`config.mk`:
```
export PLATFORM = sky130hd
export DESIGN_NAME = char_literal_utf8_decoder_core
export DESIGN_NICKNAME = d
export VERILOG_FILES = /design/src/design/cld_pkg.sv /design/src/design/cld_front.sv /design/src/design/cld_fifo.sv /design/src/design/cld_back.sv /design/src/design/char_literal_utf8_decoder_core.sv
export SDC_FILE = /design/constraint.sdc
export NUM_CORES = 1
export LEC_CHECK = 0
export ABC_AREA = 1
export BUFFER_PORTS_ARGS = -buffer_cell sky130_fd_sc_hd__buf_2
export CAP_MARGIN = 10
export CORE_MARGIN = 2
export CORE_UTILIZATION = 30
export CTS_BUF_LIST = sky130_fd_sc_hd__clkbuf_8
export CTS_CLUSTER_DIAMETER = 200
export DETAILED_ROUTE_END_ITERATION = 10
export SYNTH_ARGS = -nofsm -noshare
export SYNTH_HDL_FRONTEND = slang
export SYNTH_SLANG_ARGS = --single-unit
```
`constraint.sdc`:
```
create_clock -name aclk -period 3.23 [get_ports aclk]
set_input_delay 0.969 -clock aclk [delete_from_list [all_inputs] [get_ports aclk]]
set_output_delay 0.969 -clock aclk [all_outputs]
set_load 0.02 [all_outputs]
```
`src/design/cld_pkg.sv`:
```
// Shared types and constants for the character literal decoder.
package cld_pkg;

    // Default depth of the queue between the classifier and the decoder.
    localparam int unsigned FIFO_DEPTH_DEF = 4;

    // Byte values the decoder recognizes.
    localparam logic [7:0] CH_QUOTE   = 8'h27;
    localparam logic [7:0] CH_CARET   = 8'h5e;
    localparam logic [7:0] CH_DASH    = 8'h2d;
    localparam logic [7:0] CH_SLASH   = 8'h2f;
    localparam logic [7:0] CH_PAREN   = 8'h28;
    localparam logic [7:0] ASCII_MAX  = 8'h7f;
    localparam logic [7:0] LEAD2_MIN  = 8'hc2;
    localparam logic [7:0] LEAD2_MAX  = 8'hdf;
    localparam logic [7:0] LEAD3_MIN  = 8'he0;
    localparam logic [7:0] LEAD3_MAX  = 8'hef;
    localparam logic [15:0] CODE_TAB     = 16'd9;
    localparam logic [15:0] CODE_NEWLINE = 16'd10;
    localparam logic [7:0]  COUNT_MAX    = 8'hff;

    // One classified input byte as it travels through the queue.
    typedef struct packed {
        logic       eod;
        logic       is_hex;
        logic [3:0] nibble;
        logic [7:0] data;
    } byte_item_t;

    // One decoded literal.
    typedef struct packed {
        logic        ok;
        logic [15:0] code;
        logic [7:0]  count;
    } result_t;

endpackage

```
`src/design/cld_front.sv`:
```
// Input stage: accepts byte transactions and classifies hex digits.
module cld_front (
    input  logic                 aclk,
    input  logic                 aresetn,
    input  logic                 in_valid,
    output logic                 in_ready,
    input  logic [7:0]           in_data,
    input  logic                 in_eod,
    output logic                 out_valid,
    input  logic                 out_ready,
    output cld_pkg::byte_item_t  out_item
);

    logic                valid_reg;
    logic                valid_next;
    cld_pkg::byte_item_t item_reg;
    cld_pkg::byte_item_t item_next;
    logic                is_digit;
    logic                is_upper;
    logic                is_lower;

    assign in_ready  = !valid_reg || out_ready;
    assign out_valid = valid_reg;
    assign out_item  = item_reg;

    always_comb begin
        is_digit = (in_data >= 8'h30) && (in_data <= 8'h39);
        is_upper = (in_data >= 8'h41) && (in_data <= 8'h46);
        is_lower = (in_data >= 8'h61) && (in_data <= 8'h66);
        item_next.eod    = in_eod;
        item_next.data   = in_data;
        item_next.is_hex = is_digit || is_upper || is_lower;
        // Letters map to 10..15 by their low three bits plus nine.
        if (is_digit) begin
            item_next.nibble = in_data[3:0];
        end else begin
            item_next.nibble = 4'(in_data[2:0] + 3'd1) + 4'd8;
        end
        if (in_valid && in_ready) begin
            valid_next = 1'b1;
        end else if (out_ready) begin
            valid_next = 1'b0;
        end else begin
            valid_next = valid_reg;
        end
    end

    always_ff @(posedge aclk) begin
        if (!aresetn) begin
            valid_reg <= 1'b0;
        end else begin
            valid_reg <= valid_next;
        end
        if (in_valid && in_ready) begin
            item_reg <= item_next;
        end
    end

endmodule

```
`src/design/cld_fifo.sv`:
```
// Short queue of classified bytes between the input stage and the decoder.
module cld_fifo #(
    parameter int unsigned DEPTH = cld_pkg::FIFO_DEPTH_DEF
) (
    input  logic                 aclk,
    input  logic                 aresetn,
    input  logic                 push_valid,
    output logic                 push_ready,
    input  cld_pkg::byte_item_t  push_item,
    output logic                 pop_valid,
    input  logic                 pop_ready,
    output cld_pkg::byte_item_t  pop_item
);

    localparam int unsigned PTR_W = (DEPTH > 1) ? $clog2(DEPTH) : 1;
    localparam int unsigned CNT_W = $clog2(DEPTH + 1);
    localparam logic [PTR_W-1:0] PTR_LAST = PTR_W'(DEPTH - 1);
    localparam logic [CNT_W-1:0] CNT_FULL = CNT_W'(DEPTH);

    cld_pkg::byte_item_t mem [DEPTH];
    logic [PTR_W-1:0] wr_ptr_reg;
    logic [PTR_W-1:0] wr_ptr_next;
    logic [PTR_W-1:0] rd_ptr_reg;
    logic [PTR_W-1:0] rd_ptr_next;
    logic [CNT_W-1:0] count_reg;
    logic [CNT_W-1:0] count_next;
    logic             do_push;
    logic             do_pop;

    assign push_ready = count_reg != CNT_FULL;
    assign pop_valid  = count_reg != '0;
    assign pop_item   = mem[rd_ptr_reg];
    assign do_push    = push_valid && push_ready;
    assign do_pop     = pop_valid && pop_ready;

    always_comb begin
        wr_ptr_next = wr_ptr_reg;
        rd_ptr_next = rd_ptr_reg;
        count_next  = count_reg;
        if (do_push) begin
            wr_ptr_next = (wr_ptr_reg == PTR_LAST) ? '0 : wr_ptr_reg + 1'b1;
        end
        if (do_pop) begin
            rd_ptr_next = (rd_ptr_reg == PTR_LAST) ? '0 : rd_ptr_reg + 1'b1;
        end
        if (do_push && !do_pop) begin
            count_next = count_reg + 1'b1;
        end else if (do_pop && !do_push) begin
            count_next = count_reg - 1'b1;
        end
    end

    always_ff @(posedge aclk) begin
        if (!aresetn) begin
            wr_ptr_reg <= '0;
            rd_ptr_reg <= '0;
            count_reg  <= '0;
        end else begin
            wr_ptr_reg <= wr_ptr_next;
            rd_ptr_reg <= rd_ptr_next;
            count_reg  <= count_next;
        end
        if (do_push) begin
            mem[wr_ptr_reg] <= push_item;
        end
    end

endmodule

```
`src/design/cld_back.sv`:
```
// Decoder state machine and result register.
module cld_back (
    input  logic                 aclk,
    input  logic                 aresetn,
    input  logic                 in_valid,
    output logic                 in_ready,
    input  cld_pkg::byte_item_t  in_item,
    output logic                 out_valid,
    input  logic                 out_ready,
    output cld_pkg::result_t     out_result
);

    typedef enum logic [2:0] {
        PH_FIRST = 3'd0,
        PH_CARET = 3'd1,
        PH_PAREN = 3'd2,
        PH_CONT  = 3'd3,
        PH_QUOTE = 3'd4
    } phase_t;

    phase_t           phase_reg;
    phase_t           phase_next;
    logic [15:0]      code_reg;
    logic [15:0]      code_next;
    logic             two_left_reg;
    logic             two_left_next;
    logic [7:0]       count_reg;
    logic [7:0]       count_next;
    logic             valid_reg;
    logic             valid_next;
    cld_pkg::result_t result_reg;
    cld_pkg::result_t result_next;
    logic             take;
    logic             emit;
    logic             emit_ok;
    logic [7:0]       count_inc;
    logic [7:0]       b;

    // Bytes that finish no literal keep flowing while a result waits.
    assign in_ready   = !valid_reg || out_ready || !emit;
    assign take       = in_valid && in_ready;
    assign out_valid  = valid_reg;
    assign out_result = result_reg;
    assign b          = in_item.data;

    always_comb begin
        count_inc     = (count_reg == cld_pkg::COUNT_MAX) ? count_reg : count_reg + 8'd1;
        phase_next    = phase_reg;
        code_next     = code_reg;
        two_left_next = two_left_reg;
        count_next    = count_inc;
        emit          = 1'b0;
        emit_ok       = 1'b0;
        if (in_item.eod) begin
            emit = 1'b1;
        end else begin
            case (phase_reg)
                PH_CARET: begin
                    phase_next = PH_QUOTE;
                    if (in_item.is_hex) begin
                        code_next = {12'd0, in_item.nibble};
                    end else if (b == cld_pkg::CH_DASH) begin
                        code_next = cld_pkg::CODE_TAB;
                    end else if (b == cld_pkg::CH_SLASH) begin
                        code_next = cld_pkg::CODE_NEWLINE;
                    end else if (b == cld_pkg::CH_PAREN) begin
                        code_next  = '0;
                        phase_next = PH_PAREN;
                    end else begin
                        code_next = {8'd0, b};
                    end
                end
                PH_PAREN: begin
                    if (in_item.is_hex) begin
                        code_next = {code_reg[11:0], in_item.nibble};
                    end else begin
                        phase_next = PH_QUOTE;
                    end
                end
                PH_CONT: begin
                    if (two_left_reg) begin
                        code_next     = code_reg | {4'd0, b[5:0], 6'd0};
                        two_left_next = 1'b0;
                    end else begin
                        code_next  = code_reg | {10'd0, b[5:0]};
                        phase_next = PH_QUOTE;
                    end
                end
                PH_QUOTE: begin
                    emit    = 1'b1;
                    emit_ok = b == cld_pkg::CH_QUOTE;
                end
                default: begin
                    if (b <= cld_pkg::ASCII_MAX) begin
                        if (b == cld_pkg::CH_CARET) begin
                            phase_next = PH_CARET;
                        end else begin
                            code_next  = {8'd0, b};
                            phase_next = PH_QUOTE;
                        end
                    end else if (b inside {[cld_pkg::LEAD2_MIN:cld_pkg::LEAD2_MAX]}) begin
                        code_next     = {5'd0, b[4:0], 6'd0};
                        two_left_next = 1'b0;
                        phase_next    = PH_CONT;
                    end else if (b inside {[cld_pkg::LEAD3_MIN:cld_pkg::LEAD3_MAX]}) begin
                        code_next     = {b[3:0], 12'd0};
                        two_left_next = 1'b1;
                        phase_next    = PH_CONT;
                    end else begin
                        emit = 1'b1;
                    end
                end
            endcase
        end

        result_next.ok    = emit_ok;
        result_next.code  = emit_ok ? code_reg : 16'd0;
        result_next.count = emit_ok ? count_inc : 8'd0;

        if (emit) begin
            phase_next    = PH_FIRST;
            code_next     = '0;
            two_left_next = 1'b0;
            count_next    = '0;
        end

        if (in_valid && emit && (!valid_reg || out_ready)) begin
            valid_next = 1'b1;
        end else if (out_ready) begin
            valid_next = 1'b0;
        end else begin
            valid_next = valid_reg;
        end
    end

    always_ff @(posedge aclk) begin
        if (!aresetn) begin
            phase_reg    <= PH_FIRST;
            code_reg     <= '0;
            two_left_reg <= 1'b0;
            count_reg    <= '0;
            valid_reg    <= 1'b0;
        end else begin
            valid_reg <= valid_next;
            if (take) begin
                phase_reg    <= phase_next;
                code_reg     <= code_next;
                two_left_reg <= two_left_next;
                count_reg    <= count_next;
            end
        end
        if (take && emit) begin
            result_reg <= result_next;
        end
    end

`ifndef NO_ASSERTIONS
    a_invalid_is_zero: assert property (@(posedge aclk) disable iff (!aresetn)
        valid_reg && !result_reg.ok |-> result_reg.code == 16'd0 && result_reg.count == 8'd0)
        else $error("invalid result carries nonzero payload");

    a_ok_min_count: assert property (@(posedge aclk) disable iff (!aresetn)
        valid_reg && result_reg.ok |-> result_reg.count >= 8'd2)
        else $error("valid literal shorter than two bytes");

    a_idle_is_clear: assert property (@(posedge aclk) disable iff (!aresetn)
        phase_reg == PH_FIRST |-> code_reg == 16'd0 && count_reg == 8'd0)
        else $error("decoder idle with leftover state");

    a_result_holds: assert property (@(posedge aclk) disable iff (!aresetn)
        valid_reg && !out_ready |=> valid_reg && $stable(result_reg))
        else $error("pending result lost or changed");
`endif

endmodule

```
`src/design/char_literal_utf8_decoder_core.sv`:
```
// Top level of the character literal decoder: classifier, queue and decoder.
//
// This block decodes one quoted character literal at a time from a byte
// stream, starting with the byte after the opening quote. Each input
// transaction carries one byte in s_tdata, or, with s_tlast high, marks the
// end of the buffer (the byte is then ignored and an invalid result is
// produced). A literal is an ASCII byte, a caret escape (hex digit, '-' for
// tab, '/' for newline, '(' followed by hex digits ended by any non-hex byte,
// or any other byte taken literally), or a two- or three-byte UTF-8 sequence
// whose continuation bytes are not checked; a closing quote must follow. One
// result transaction comes out per literal: m_tuser is high for a valid
// literal, and m_tdata then holds the 16-bit code and the byte count
// including the closing quote, saturating at 255; an invalid literal (bad
// lead byte, missing quote or end of data) gives m_tuser low and all-zero
// m_tdata. After any result the next byte starts a new literal. The block
// takes one byte transaction per clock cycle while results are taken as they
// are offered; a result is offered once the transaction that completes it
// has moved from the input register through the queue and loaded the result
// register. The queue of FIFO_DEPTH entries between the input stage and the
// decoder absorbs short stalls on the result side, and the
// result register lets the decoder keep accepting bytes that produce no
// result while a finished result waits to be taken.
module char_literal_utf8_decoder_core #(
    parameter int unsigned FIFO_DEPTH = cld_pkg::FIFO_DEPTH_DEF
) (
    input  logic        aclk,
    input  logic        aresetn,
    input  logic        s_tvalid,
    output logic        s_tready,
    input  logic [7:0]  s_tdata,   // [7:0] data_byte
    input  logic        s_tlast,   // end_of_data
    output logic        m_tvalid,
    input  logic        m_tready,
    output logic [23:0] m_tdata,   // [15:0] code_point, [23:16] bytes_used
    output logic        m_tuser    // decoded_ok
);

    logic                front_valid;
    logic                front_ready;
    cld_pkg::byte_item_t front_item;
    logic                queue_valid;
    logic                queue_ready;
    cld_pkg::byte_item_t queue_item;
    cld_pkg::result_t    result;

    // Input stage: registers each byte and classifies hex digits.
    cld_front u_front (
        .aclk      (aclk),
        .aresetn   (aresetn),
        .in_valid  (s_tvalid),
        .in_ready  (s_tready),
        .in_data   (s_tdata),
        .in_eod    (s_tlast),
        .out_valid (front_valid),
        .out_ready (front_ready),
        .out_item  (front_item)
    );

    // Queue that lets the input stage and the decoder stall independently.
    cld_fifo #(
        .DEPTH (FIFO_DEPTH)
    ) u_fifo (
        .aclk       (aclk),
        .aresetn    (aresetn),
        .push_valid (front_valid),
        .push_ready (front_ready),
        .push_item  (front_item),
        .pop_valid  (queue_valid),
        .pop_ready  (queue_ready),
        .pop_item   (queue_item)
    );

    // Decoder: walks the literal state machine and holds the result.
    cld_back u_back (
        .aclk       (aclk),
        .aresetn    (aresetn),
        .in_valid   (queue_valid),
        .in_ready   (queue_ready),
        .in_item    (queue_item),
        .out_valid  (m_tvalid),
        .out_ready  (m_tready),
        .out_result (result)
    );

    // Pack the result: code point in the low bits, byte count above it.
    assign m_tdata = {result.count, result.code};
    assign m_tuser = result.ok;

endmodule

```
### Word level (Yosys, flattened, before mapping)

Memory sizes are Yosys's and may differ from the RTL's. A register that Yosys moved wholly into a read port is not among the register bits.
Index checks and enable logic that the tools add are counted.

* reductions and logical operators: 34
* bitwise operators: 2
* muxes and demuxes: 54
* eq/ne operators: 21
* magnitude comparators: 11
* add/sub/neg operators: 7

Operators by type and width (number)
* $mux W16: 11
* $pmux W16 S4: 1
* $mux W3: 14
* $eq A8 B6 Y1 const B: 4
* $le A8 B7 Y1 const B: 3
* $mux W8: 3
* $mux W1: 17
* $ge A8 B7 Y1 const B: 2
* $ge A8 B8 Y1 const B: 2
* $le A8 B8 Y1 const B: 2
* $or A16 B12 Y16: 1
* $or A16 B6 Y16: 1
* $logic_and A1 B1 Y1: 13
* $pmux W3 S4: 1
* $reduce_and A6 Y1: 2
* $ne A3 B2 Y1 const B: 3
* $add A8 B1 Y8 const B: 1
* $eq A8 B7 Y1 const B: 1
* $eq A8 B8 Y1 const B: 1
* $ge A8 B6 Y1 const B: 1
* $le A8 B6 Y1 const B: 1
* $mux W2: 4
* $reduce_bool A7 Y1: 1
* $eq A3 B2 Y1 const B: 2
* other kinds (20): 37

* bits of input ports: 13
* memories kept: 1
* register bits after elaboration: 76
* memory bits (writable): 56
* word-level logic and storage cells: 146
* output and inout port bits: 27

Memory list
* u_fifo.mem: words 4, bits a word 14, read ports 1, clocked after Yosys merged registers in 1, wr ports 1, RTL line cld_fifo.sv:20 `cld_pkg::byte_item_t mem [DEPTH];`

### Logic depth before layout (Yosys ltp)

Gate-level depths: netlist of run 1.

* depth after elaboration: 13
* mapped depth: 22
* mapped depth without buffers: 19

### Modules after synthesis

Synthesis of run 1 repeated with hierarchy kept, for this count alone.

* cells, all modules: 701
* area total of the unflattened synthesis: 6356.1 µm²

By module, submodules not included
* cld_back: cells an instance 442, sequential area each 1331.3 µm², instances 1, area an instance 3110.5 µm²
* cld_fifo: cells an instance 205, sequential area each 1861.8 µm², instances 1, area an instance 2585.0 µm²
* cld_front: cells an instance 54, sequential area each 440.4 µm², instances 1, area an instance 660.6 µm²

### Least setup slack after synthesis of run 1

OpenSTA, ideal clock, no wires.

* kind: register -> register
* start: reg (tool-made name)
* end: reg u_back.result_reg (netlist bit u_back.out_result[0]), enable pin
* required time: 2.823 ns
* arrival time: 2.653 ns
* path slack: 0.170 ns
* stages on the path, launching flop included: 16
* cells stage by stage: dfxtp_1 -> buf_6 -> inv_6 -> buf_8 -> nand2_1 -> nand3_1 -> nand2_2 -> buf_6 -> nor2_4 -> nand2_2 -> nand3_4 -> nand3_4 -> nand2_4 -> inv_1 -> buf_4 -> nor2_1

RTL lines
* end signal: assignment: RTL line cld_back.sv:153 `result_reg <= result_next;`
* end: declaration: RTL line cld_back.sv:31 `cld_pkg::result_t result_reg;`

==> results of run 1 <==
## worst paths after layout
| path | from | endpoint | slack [ns] | cells after the start |
|---|---|---|---|---|
| worst min-delay path | u_back.code_reg[12] | u_back.code_reg[12] | 0.47 | 2 |
| worst min register to register | u_back.code_reg[12] | u_back.code_reg[12] | 0.47 | 2 |
| worst max-delay path | flop | u_fifo.count_reg[2] | 0.29 | 20 |
| worst max register to register | flop | u_fifo.count_reg[2] | 0.29 | 20 |
## stage by stage
stage               power (mW)  cell area [µm²]  hold WS, ns  util, %  std cells
floorplan                 4.83             6460        0.441        -        701
global placement          5.55             6960        0.453     33.0       1010
detailed placement        5.57             6960        0.455     33.0       1010
CTS                       7.09             7400        0.467     35.1       1042
global route              7.62             7430        0.481     35.2       1044
finish                    7.09             7430        0.470     35.2       1044
## timing repair
item | CTS | global route
buffers inserted | 0 | 2
gates resized for setup | 0 | 6
endpoints found under the setup margin | 0 | 1
## cell usage in the layout (no fill, tap or decap), types with 3 or more instances in the layout
master,synthesis,layout
sky130_fd_sc_hd__nand2_1,159,158
sky130_fd_sc_hd__edfxtp_1,95,95
sky130_fd_sc_hd__nor2_1,84,83
sky130_fd_sc_hd__inv_1,75,75
sky130_fd_sc_hd__a21oi_1,46,46
sky130_fd_sc_hd__o21ai_0,42,42
sky130_fd_sc_hd__nand3_1,40,40
sky130_fd_sc_hd__buf_2,6,39
sky130_fd_sc_hd__dfxtp_1,39,38
sky130_fd_sc_hd__clkbuf_8,0,17
sky130_fd_sc_hd__buf_4,3,16
sky130_fd_sc_hd__nand4_1,11,11
sky130_fd_sc_hd__ha_1,11,11
sky130_fd_sc_hd__nor2_2,9,10
sky130_fd_sc_hd__nand2_2,8,8
sky130_fd_sc_hd__inv_2,9,8
sky130_fd_sc_hd__nor3_1,7,7
sky130_fd_sc_hd__xor2_1,5,5
sky130_fd_sc_hd__inv_6,1,4
sky130_fd_sc_hd__a31oi_1,4,4
sky130_fd_sc_hd__clkinv_2,1,4
sky130_fd_sc_hd__bufinv_16,0,4
sky130_fd_sc_hd__nand2_4,2,3
sky130_fd_sc_hd__nor2_4,3,3
sky130_fd_sc_hd__nand4_4,3,3
sky130_fd_sc_hd__o22ai_1,3,3
sky130_fd_sc_hd__clkinvlp_4,0,3
## layer usage
layer / routed length, µm / vias to the layer above
met1: 6690 / 2174
li1: - / 2442
met3: 800 / 22
met5: 0 / -
met2: 6480 / 152
met4: 222 / 0
## cell type report
class / instances / area (µm²) / share of cell area (%)
multi-input cells: 460 / 2350 / 31.6
flip-flops and latches: 134 / 3630 / 48.9
clock buffers: 17 / 234 / 3.15
inverters: 87 / 335 / 4.52
well taps: 275 / 344 / 4.63
clock inverters: 15 / 201 / 2.71
repair buffers: 56 / 327 / 4.40
## report_power, final
part	internal (mW)	total, mW	switching (mW)
sequential	2.28	2.45	0.164
combinational	0.925	3.13	2.21
clock	0.845	1.51	0.666
## tightest hold or removal path, cell delays in order, from the launching register on
cell and delay [ns]:
sky130_fd_sc_hd__dfxtp_1 0.32, sky130_fd_sc_hd__nand2_1 0.06, sky130_fd_sc_hd__a21oi_1 0.05
## kinds of logic after synthesis
group	after synthesis	synth area share (%)
adder cells (fa/ha/maj)	12	2.44
AO/OA/AOI/OAI	106	9.01
multiplexers	1	0.155
buffers and inverters	107	7.50
flip-flops	134	56.3
XOR/XNOR	5	0.678
AND/OR/NAND/NOR	336	23.9
==> results.env, run 1 <==
GRT_SETUP_UNREPAIRED='no'
TOTALWIRELENGTH_UM=14200
CRIT_SLOWEST_CELL='sky130_fd_sc_hd__fa_1'
CRIT_CHAIN='buf_6, buf_4, nand2_1, nand3_1, nand2_2, nand2_1, inv_1, nand2_1, nand2_4, nand3_4, nand3_4, nand2_4, inv_1, ha_1, inv_1, fa_1, a21oi_1, o21ai_0, o21ai_0, a21oi_1'
YOSYSMOSTFREQUENTCELL='sky130_fd_sc_hd__nand2_1'
OUTCOME='finished, final reports clean'
GRT_UTIL_MET2_PCT=20.9
POWER.DENSITY_CELL_AREA_mW_PER_MM2=955
CRITICAL_PATH.MAX_STAGE_DELAY_NS=0.45
DRV_CAP=0
TOP_FLIP_FLOP_CELL_BY_INSTANCE_COUNT_AFTER_SYNTHESIS='sky130_fd_sc_hd__edfxtp_1'
FIRST_GLOBAL_VIAS=4574
YS_ASYNC_SR_FRACTION_PCT=0
WORST_SLACK_NS=0.290
GRT_ANTENNA_BEFORE_REPAIR=0
GRT_START_MAX_NET_PINS=28
SYNTH_TOP_AREA_SHARE_PCT=44.2
CLOCK_NETWORK_LATENCY_TO_THE_LATER_PIN_OF_THE_WORST_SKEW_PAIR_NS=0.44
HOLD_PATH_CLASS='flop to flop'
YS.WARNINGS.COUNT=0
SETUP.WORST_PATH.CLASS='flop to flop'
POSTROUTEANTENNANETS=0
FRACTION_OF_THE_YOSYS_AREA_TAKEN_BY_SEQUENTIAL_CELLS_PCT=56.3
IO_BUFFER_COUNT=39
SYNTH.AREA.TOP_CELLS='sky130_fd_sc_hd__edfxtp_1, sky130_fd_sc_hd__dfxtp_1, sky130_fd_sc_hd__nand2_1, sky130_fd_sc_hd__nor2_1, sky130_fd_sc_hd__inv_1'
TIMING.MAX_SLEW.REL_SLACK_PCT=50.8
SYN-CELL-AREA_MM2=0.00646
DP_HPWL_UM=10200
CRITICAL-PATH-TOP-DELAY-FAMILY='simple AND/OR/NAND/NOR gates'
MAX_REG_FLOPS=56
NUMBER_OF_FLOPS_MAPPED_TO_ENABLE_CELLS_BY_YOSYS=95
CRITPATHBUFINV=5
SYN-MEAN-INSTANCE-AREA_UM2=9.21
FINALSETUPTNS_NS=0
FINAL_PERIOD_MINUS_WORST_SETUP_SLACK_NS=2.94
WORSTSETUPENDPOINTTYPE='flop'
MET3_TRACK_USAGE_GR_PCT=3.27
DIE-AREA_MM2=0.0227
HOLD_VIOL=0
FINAL-SETUP-VIOL-COUNT=0
YS_SEQ_ELEMENTS=134
GRT_USE_TOTAL_PCT=13.3
WORST_CLOCK_SKEW_NS=0.00926
ROUTED-VIA-COUNT=4790
ROUTED_WIRE_LENGTH_PER_INSTANCE_UM=13.6
MAX_FREQ_MHz=340
CLK_TRANSITION_REPORTED_PATHS_NS=0.08
CORE_REGION_AREA_MM2=0.0211
CTS-BUFFERS-INSERTED=17
WORSTPATHARRIVAL_NS=3.27
SYNTH_CELLS=701
CRITICAL_PATH.MAX_FANOUT=12
FP.DIEH_UM=151
TOP_LEVEL_PORT_COUNT=40
NETS=781
SLEW_VIOLATIONS=0
DRTPASS1ITERATIONS=6
WORSTSETUPSTARTPOINTTYPE='flop'
CLOCK_SINKS=134
GLOBALROUTE.TOTALOVERFLOW=0
SYNTH_TOP_CELLS_BY_COUNT='sky130_fd_sc_hd__nand2_1, sky130_fd_sc_hd__edfxtp_1, sky130_fd_sc_hd__nor2_1'
POST_ROUTE_CELLS_DRIVE_ABOVE_1_SHARE_PCT=17.7
LARGEST_BUFFER_COUNT_ON_ANY_CLOCK_PATH=2
AVG_VIAS_PER_CELL=4.59
H-TREE-DEPTH=4
VDD_DROP_MAX_uV=338
MET1_USAGE_PCT=17.7
TRITONCTS='built'
SYNTH_CELL_TYPES=47
FINAL_MIN_PERIOD_OVER_CLOCK_PERIOD_PCT=91.0
ANTENNA_CELLS=0
TIGHTEST_SLEW_NS=0.732
DP_WORST_SETUP_SLACK_NS=0.169
FLOORPLAN.ROWS=53
DRT_DRC_VIOLATIONS_LEFT=0
POST-SYNTH-TOP-AREA-CELL='sky130_fd_sc_hd__edfxtp_1'
GLOBAL_ROUTE_WIRE_LENGTH_BEFORE_REPAIR_UM=23300
FLOW.AREA_GROWTH_FROM_SYNTHESIS_PCT=15.0
START_UTIL_PCT=30.6
CTS-HOLD-FIX-BUFFERS=0
P_LEAK_nW=2.96
CLOCKROOTBUFFER='sky130_fd_sc_hd__clkbuf_8'
SYNTH.NET_COUNT=726
PLACE.GP.CONGESTION=0.923
GRT-BUSIEST-LAYER='met2'
FILLER_CELL_COUNT=2152
CP_DATA_REQUIRED_TIME_NS=3.56
DETAILED_ROUTE_ITER0_VIOLATIONS=416
DIE_WIDTH_UM=151
No activity file was read; power rests on OpenSTA's default activity.
==> inputs of run 2 (changes only) <==
==> constraint.sdc (replaced) <==
create_clock -name aclk -period 3.23 [get_ports aclk]
set_input_delay 0 -clock aclk [delete_from_list [all_inputs] [get_ports aclk]]
set_output_delay 0 -clock aclk [all_outputs]
set_load 0.02 [all_outputs]
==> results.env, run 2 (synthesized netlist as in run 1, its figures left out) <==
OUTCOME='finished, final reports clean'
FF2FF_PATH_DEPTH=18  # -10%
CLOCK_SINKS=134  # unchanged
CLOCK_NETWORK_LATENCY_TO_THE_LATER_PIN_OF_THE_WORST_SKEW_PAIR_NS=0.44  # about the same
TOTALWIRELENGTH_UM=14000  # -1.1%
DETAILED_ROUTE_ITER0_VIOLATIONS=438  # +5.3%
DP_HPWL_UM=9940  # -2.8%
FINALSETUPTNS_NS=0  # unchanged
WORSTSETUPENDPOINT='u_fifo.count_reg[2]'
GRT_SETUP_UNREPAIRED='no'
POWER.DENSITY_CELL_AREA_mW_PER_MM2=925  # -3.1%
TOP_LEVEL_PORT_COUNT=40  # unchanged
GRT_START_MAX_NET_PINS=29  # +3.6%
MOST_COMMON_LIBRARY_CELL_IN_THE_LAYOUT_IGNORING_FILL_AND_TAPS='sky130_fd_sc_hd__nand2_1'
MAX_REG_FLOPS=56  # unchanged
LAYOUTNONFILLERINSTCOUNT=1052  # +0.77%
START_UTIL_PCT=30.6  # unchanged
CP_DATA_REQUIRED_TIME_NS=3.55  # about the same
POST-CTS-SETUP-BUFFER-COUNT=0  # unchanged
PLACED_INSTANCES=1008  # -0.20%
FLOORPLAN.ROWS=53  # unchanged
WORSTSETUPENDPOINTTYPE='flop'
TIGHTEST_SLEW_NS=0.735  # +0.00272 ns
WORSTPATHARRIVAL_NS=3.26  # about the same
ANTENNA_CELLS=0  # unchanged
H-TREE-DEPTH=4  # unchanged
POWER_REPORT.INTERNAL_TOTAL_mW=3.95  # -2.4%
FINAL-SETUP-VIOL-COUNT=0  # unchanged
FINAL_MIN_PERIOD_OVER_CLOCK_PERIOD_PCT=90.9  # -0.16 points
CLOCKROOTBUFFER='sky130_fd_sc_hd__clkbuf_8'
LAYOUT.CELLS.MOST_COMMON_LIST='sky130_fd_sc_hd__nand2_1, sky130_fd_sc_hd__edfxtp_1, sky130_fd_sc_hd__nor2_1, sky130_fd_sc_hd__inv_1, sky130_fd_sc_hd__a21oi_1'
SW_RATIO_PCT=42.9  # about the same
SEQUENTIALPOWERSHARE_PCT=35.3  # +0.8 points
AVG_VIAS_PER_CELL=4.63  # +0.96%
CRITICAL_PATH.MAX_FANOUT=27  # +15
P_LEAK_nW=2.99  # +1.0%
MET2WIRELENGTH_UM=6220  # -4.0%
HOLD_PATH_CLASS='primary input to flop'
FLOW.AREA_GROWTH_FROM_SYNTHESIS_PCT=15.9
FINAL_DESIGN_AREA_NO_FILL_MM2=0.00749  # +0.83%
FINAL_PERIOD_MINUS_WORST_SETUP_SLACK_NS=2.94  # -0.00507 ns
CLK_TRANSITION_REPORTED_PATHS_NS=0.07  # about the same
TIMING.MAX_SLEW.REL_SLACK_PCT=51.0  # +0.17 points
POST_DETAILED_PLACEMENT_CELL_AREA_MM2=0.00696  # about the same
FP.DIEH_UM=151  # unchanged
ROUTED-VIA-COUNT=4873  # +1.7%
DIE_WIDTH_UM=151  # unchanged
WORSTSETUPSTARTPOINTTYPE='flop'
GLOBALROUTE.TOTALOVERFLOW=0  # unchanged
IO_BUFFER_COUNT=39  # unchanged
WORST_CLOCK_SKEW_NS=0.0109  # +0.00163 ns
GRT_USE_TOTAL_PCT=13.1  # -0.11 points
DIE-AREA_MM2=0.0227  # unchanged
GLOBAL_ROUTE_WIRE_LENGTH_BEFORE_REPAIR_UM=23200  # -0.48%
FIRST_GLOBAL_VIAS=4684  # +2.4%
GRT_ANTENNA_BEFORE_REPAIR=0  # unchanged
SLEW_VIOLATIONS=0  # unchanged
POWER.SWITCHING_mW=2.97  # -2.3%
ROUTED.TOP_LAYER='met4'
POST_ROUTE_CELLS_DRIVE_ABOVE_1_SHARE_PCT=16.2  # -1.5 points
SETUP.WORST_PATH.CLASS='flop to flop'
REGTOREGENDPOINT='u_fifo.count_reg[2]'
DRT_DRC_VIOLATIONS_LEFT=0  # unchanged
HOLD_VIOL=0  # unchanged
DRV_CAP=0  # unchanged
FINAL_UTIL_PCT=35.5  # +0.29 points
FILLER_CELL_COUNT=2181  # +1.3%
COMB_POWER_SHARE_PCT=45.1  # +0.9 points
CTS-BUFFERS-INSERTED=17  # unchanged
MAX_FREQ_MHz=341  # +0.17%
POSTROUTEANTENNANETS=0  # unchanged
WORST_SLACK_NS=0.295  # +0.00507 ns
NETS=790  # +1.2%
MET3WIRELENGTH_UM=747  # -6.6%
LARGEST_BUFFER_COUNT_ON_ANY_CLOCK_PATH=2  # unchanged
DRTPASS1ITERATIONS=5  # -1
VDD_DROP_MAX_uV=389  # +15%
CORE_REGION_AREA_MM2=0.0211  # unchanged
PLACE.GP.CONGESTION=0.992  # +7.5%
DP_WORST_SETUP_SLACK_NS=0.212  # +0.0425 ns
TRITONCTS='built'
MET1WIRELENGTH_UM=6810  # +1.8%
CLOCK_POWER_SHARE_PCT=19.6  # -1.7 points
ROUTED_WIRE_LENGTH_PER_INSTANCE_UM=13.3  # -1.8%
INTERNAL_REG_TO_REG_SETUP_SLACK_NS=0.29  # about the same
-- run 2: cell types whose count changed in the layout (fill, tap and decap cells not counted), sizes merged --
cell         before  now
inv              88   89
clkbuf           17   18
dlygate4sd3       0   12
bufinv            4    3
buf              56   52
clkinvlp          3    2
-- run 2: worst min path at each step --
stage	start	end	slack, ns	depth (start not counted)
after CTS	s_tlast	u_front.out_item[13]	0.25	2
after floorplan	s_tdata[0]	u_front.out_item[0]	0.1	0
final	s_tlast	u_front.out_item[13]	0.28	2
after detailed placement	s_tlast	u_front.out_item[13]	0.19	1
after global placement	s_tlast	u_front.out_item[13]	0.18	1
after global routing	s_tlast	u_front.out_item[13]	0.27	2
-- run 2: stage by stage --
stage          hold slack [ns]  total power, mW
2_1_floorplan           0.0989             4.83
3_3_place_gp             0.182             5.53
3_5_place_dp             0.189             5.54
4_1_cts                  0.252             6.92
5_1_grt                  0.265             7.49
6_report                 0.276             6.92
-- run 2: routing by layer --
layer | vias to the layer above | track usage [%]
met5 | - | 0
met2 | 147 | 20.3
li1 | 2459 | -
met4 | 0 | 4.86
met1 | 2242 | 17.6
met3 | 25 | 3.67
-- run 2: timing repair --
| action | CTS | global route |
|---|---|---|
| resized for setup | 0 | 3 |
| endpoints found under the hold margin | 29 | 0 |
| setup endpoints to repair | 0 | 1 |
| hold buffers | 12 | 0 |
-- run 2: layout make-up --
cell class	count	area, µm²	area share, %
inverter	87	333	4.45
clock buffer	17	234	3.12
clock inverter	14	146	1.96
timing repair buffer	65	450	6.02
sequential	134	3630	48.5
multi-input combinational	460	2340	31.3
tap	275	344	4.60
-- run 2: critical path: stages (launching register included) --
cell and delay, ns:
sky130_fd_sc_hd__dfxtp_2 0.38, sky130_fd_sc_hd__buf_12 0.15, sky130_fd_sc_hd__inv_6 0.09, sky130_fd_sc_hd__nand2_1 0.07, sky130_fd_sc_hd__nand3_1 0.07, sky130_fd_sc_hd__nand2_2 0.25, sky130_fd_sc_hd__nor2_4 0.09, sky130_fd_sc_hd__nand2_4 0.15
sky130_fd_sc_hd__nand3_4 0.12, sky130_fd_sc_hd__nand3_4 0.09, sky130_fd_sc_hd__nand2_4 0.12, sky130_fd_sc_hd__inv_1 0.10, sky130_fd_sc_hd__ha_1 0.14, sky130_fd_sc_hd__inv_1 0.07, sky130_fd_sc_hd__fa_1 0.44, sky130_fd_sc_hd__a21oi_1 0.14
sky130_fd_sc_hd__o21ai_0 0.13, sky130_fd_sc_hd__o21ai_1 0.16, sky130_fd_sc_hd__a21oi_1 0.06
-- run 2: power groups by stage --
stage	Clock (mW)	Sequential, mW	Combinational [mW]
floorplan	0	2.67	2.16
global placement	0	2.47	3.06
detailed placement	0	2.48	3.06
CTS	1.39	2.44	3.08
global route	1.48	2.49	3.52
finish	1.36	2.44	3.12
==> inputs of run 3 (changes only) <==
==> constraint.sdc (replaced) <==
create_clock -name aclk -period 3.1 [get_ports aclk]
set_input_delay 0 -clock aclk [delete_from_list [all_inputs] [get_ports aclk]]
set_output_delay 0 -clock aclk [all_outputs]
set_load 0.02 [all_outputs]
==> results.env, run 3 (synthesized netlist as in run 1, its figures left out) <==
REGTOREGENDPOINT='u_fifo.count_reg[2]'
WORSTSETUPSTARTPOINTTYPE='flop'
LAYOUT.CELLS.MOST_COMMON_LIST='sky130_fd_sc_hd__nand2_1, sky130_fd_sc_hd__edfxtp_1, sky130_fd_sc_hd__nor2_1, sky130_fd_sc_hd__inv_1, sky130_fd_sc_hd__a21oi_1'
CRITICAL_PATH.MAX_FANOUT=12  # -56%
H-TREE-DEPTH=4  # unchanged
START_UTIL_PCT=30.6  # unchanged
GLOBAL_ROUTE_WIRE_LENGTH_BEFORE_REPAIR_UM=23000  # -0.74%
DRV_CAP=0  # unchanged
SLEW_VIOLATIONS=0  # unchanged
CLK_TRANSITION_REPORTED_PATHS_NS=0.07  # about the same
FIRST_GLOBAL_VIAS=4573  # -2.4%
TRITONCTS='built'
GRT_ANTENNA_BEFORE_REPAIR=0  # unchanged
FLOW.AREA_GROWTH_FROM_SYNTHESIS_PCT=17.3
DP_HPWL_UM=10100  # +1.7%
HOLD_PATH_CLASS='primary input to flop'
HP-START='s_tlast'
VDD_DROP_MAX_uV=329  # -15%
FF2FF_PATH_DEPTH=20  # +2
SETUP.WORST_PATH.CLASS='flop to flop'
DIE_WIDTH_UM=151  # unchanged
AVG_VIAS_PER_CELL=4.60  # -0.80%
FINAL_PERIOD_MINUS_WORST_SETUP_SLACK_NS=2.79  # -0.147 ns
FINALSETUPTNS_NS=0  # unchanged
WORST_CLOCK_SKEW_NS=0.0152  # +0.00431 ns
HOLD_VIOL=0  # unchanged
NETS=800  # +1.3%
TIMING.HOLD.WORST_ENDPOINT='u_front.out_item[13]'
FINAL-SETUP-VIOL-COUNT=0  # unchanged
DIE-AREA_MM2=0.0227  # unchanged
CLOCKROOTBUFFER='sky130_fd_sc_hd__clkbuf_8'
CLOCK_SINKS=134  # unchanged
ANTENNA_CELLS=0  # unchanged
MAX_FREQ_MHz=359  # +5.3%
P_LEAK_nW=3.04  # +1.7%
FLOORPLAN.ROWS=53  # unchanged
CORE_REGION_AREA_MM2=0.0211  # unchanged
GRT_USE_TOTAL_PCT=13.1  # about the same
GRT_START_MAX_NET_PINS=28  # -3.4%
TIGHTEST_SLEW_NS=0.736  # +0.00107 ns
MAX_REG_FLOPS=56  # unchanged
POSTROUTEANTENNANETS=0  # unchanged
TOTALWIRELENGTH_UM=13900  # -0.79%
PLACE.GP.CONGESTION=0.911  # -8.2%
FINAL_MIN_PERIOD_OVER_CLOCK_PERIOD_PCT=89.9  # -0.93 points
IO_BUFFER_COUNT=39  # unchanged
OUTCOME='finished, final reports clean'
MOST_COMMON_LIBRARY_CELL_IN_THE_LAYOUT_IGNORING_FILL_AND_TAPS='sky130_fd_sc_hd__nand2_1'
POST_ROUTE_CELLS_DRIVE_ABOVE_1_SHARE_PCT=17.8  # +1.6 points
FINAL_DESIGN_AREA_NO_FILL_MM2=0.00757  # +1.1%
POST_DETAILED_PLACEMENT_CELL_AREA_MM2=0.00699  # +0.47%
TOP_LEVEL_PORT_COUNT=40  # unchanged
INTERNAL_REG_TO_REG_SETUP_SLACK_NS=0.31  # +0.02 ns
CP_DATA_REQUIRED_TIME_NS=3.44  # -0.11 ns
TIMING.MAX_SLEW.REL_SLACK_PCT=50.9  # -0.071 points
POWER.DENSITY_CELL_AREA_mW_PER_MM2=974  # +5.3%
DETAILED_ROUTE_ITER0_VIOLATIONS=414  # -5.5%
CLOCK_NETWORK_LATENCY_TO_THE_LATER_PIN_OF_THE_WORST_SKEW_PAIR_NS=0.45  # about the same
DRT_DRC_VIOLATIONS_LEFT=0  # unchanged
GRT_SETUP_UNREPAIRED='no'
FP.DIEH_UM=151  # unchanged
GLOBALROUTE.TOTALOVERFLOW=0  # unchanged
ROUTED-VIA-COUNT=4880  # +0.14%
LARGEST_BUFFER_COUNT_ON_ANY_CLOCK_PATH=2  # unchanged
ROUTED_WIRE_LENGTH_PER_INSTANCE_UM=13.1  # -1.7%
CTS-BUFFERS-INSERTED=17  # unchanged
WORSTSETUPENDPOINTTYPE='flop'
WORSTPATHARRIVAL_NS=3.13  # -0.13 ns
DRTPASS1ITERATIONS=5  # unchanged
WORSTHOLDPATHCELLS=2  # unchanged
[run 3: cell types whose count changed in the layout (fill, tap and decap cells not counted), moves of 2 or more]
cell / change
sky130_fd_sc_hd__buf_4: +11
sky130_fd_sc_hd__inv_1: -3
sky130_fd_sc_hd__clkinv_1: -2
sky130_fd_sc_hd__clkinv_2: +2
[run 3: worst max path at each step]
stage	from	end	slack, ns	depth (start not counted)
2_1_floorplan	flop	u_back.out_result[0]	0.04	15
3_3_place_gp	flop	u_fifo.count_reg[2]	0.23	18
3_5_place_dp	flop	u_fifo.count_reg[2]	0.16	18
4_1_cts	flop	u_fifo.count_reg[2]	0.16	18
5_1_grt	flop	u_fifo.count_reg[2]	0.04	20
6_report	flop	u_fifo.count_reg[2]	0.31	20
[run 3: where the power goes]
group	leakage [nW]	switching [mW]	internal, mW	total (mW)
clock	0.213	0.672	0.866	1.54
combinational	1.61	2.28	1.01	3.29
sequential	1.22	0.172	2.38	2.55
total	3.04	3.12	4.26	7.38
[run 3: timing repair]
item	in CTS	in global routing
hold buffers	12	0
gates resized for setup	0	2
setup endpoints to repair	0	1
buffers inserted	0	5
endpoints found under the hold margin	31	0
[run 3: layout make-up]
type	count	area, µm²
Inverter	87	333
Timing Repair Buffer	75	499
Sequential cell	134	3630
Tap cell	275	344
Clock buffer	17	234
Fill cell	2140	13500
Clock inverter	14	185
Multi-Input combinational cell	460	2340
[run 3: per-stage QoR]
stage          instances  util, %  hold WS, ns  worst slack [ns]  power [mW]
6_report            1062     35.9        0.266             0.312        7.38
5_1_grt             1062     35.9        0.255            0.0418        7.94
4_1_cts             1057     35.7        0.231             0.164        7.38
3_5_place_dp        1014     33.1        0.179             0.159        5.82
3_3_place_gp        1014     33.1        0.183             0.230        5.80
2_1_floorplan        701        -       0.0989            0.0400        5.04
[run 3: metal layers]
layer | up-vias | track usage, % | part of all wire [%]
met5 | - | 0 | 0
met4 | 0 | 4.72 | 1.8
met3 | 22 | 3.52 | 6.4
met2 | 153 | 20.2 | 44
met1 | 2226 | 17.8 | 48
li1 | 2479 | - | -
[run 3: critical path, cell delays in order (launching register included)]
cell and delay, ns:
sky130_fd_sc_hd__dfxtp_1 0.31, sky130_fd_sc_hd__buf_6 0.13, sky130_fd_sc_hd__buf_4 0.14, sky130_fd_sc_hd__nand2_1 0.06, sky130_fd_sc_hd__nand3_1 0.09, sky130_fd_sc_hd__nand2_2 0.13
sky130_fd_sc_hd__inv_2 0.07, sky130_fd_sc_hd__nand2_1 0.10, sky130_fd_sc_hd__inv_2 0.05, sky130_fd_sc_hd__nand2_2 0.07, sky130_fd_sc_hd__nand3_4 0.11, sky130_fd_sc_hd__nand3_4 0.10
sky130_fd_sc_hd__nand2_4 0.12, sky130_fd_sc_hd__inv_1 0.11, sky130_fd_sc_hd__ha_1 0.15, sky130_fd_sc_hd__inv_1 0.07, sky130_fd_sc_hd__fa_1 0.43, sky130_fd_sc_hd__a21oi_1 0.14
sky130_fd_sc_hd__o21ai_0 0.11, sky130_fd_sc_hd__o21ai_0 0.15, sky130_fd_sc_hd__a21oi_1 0.05
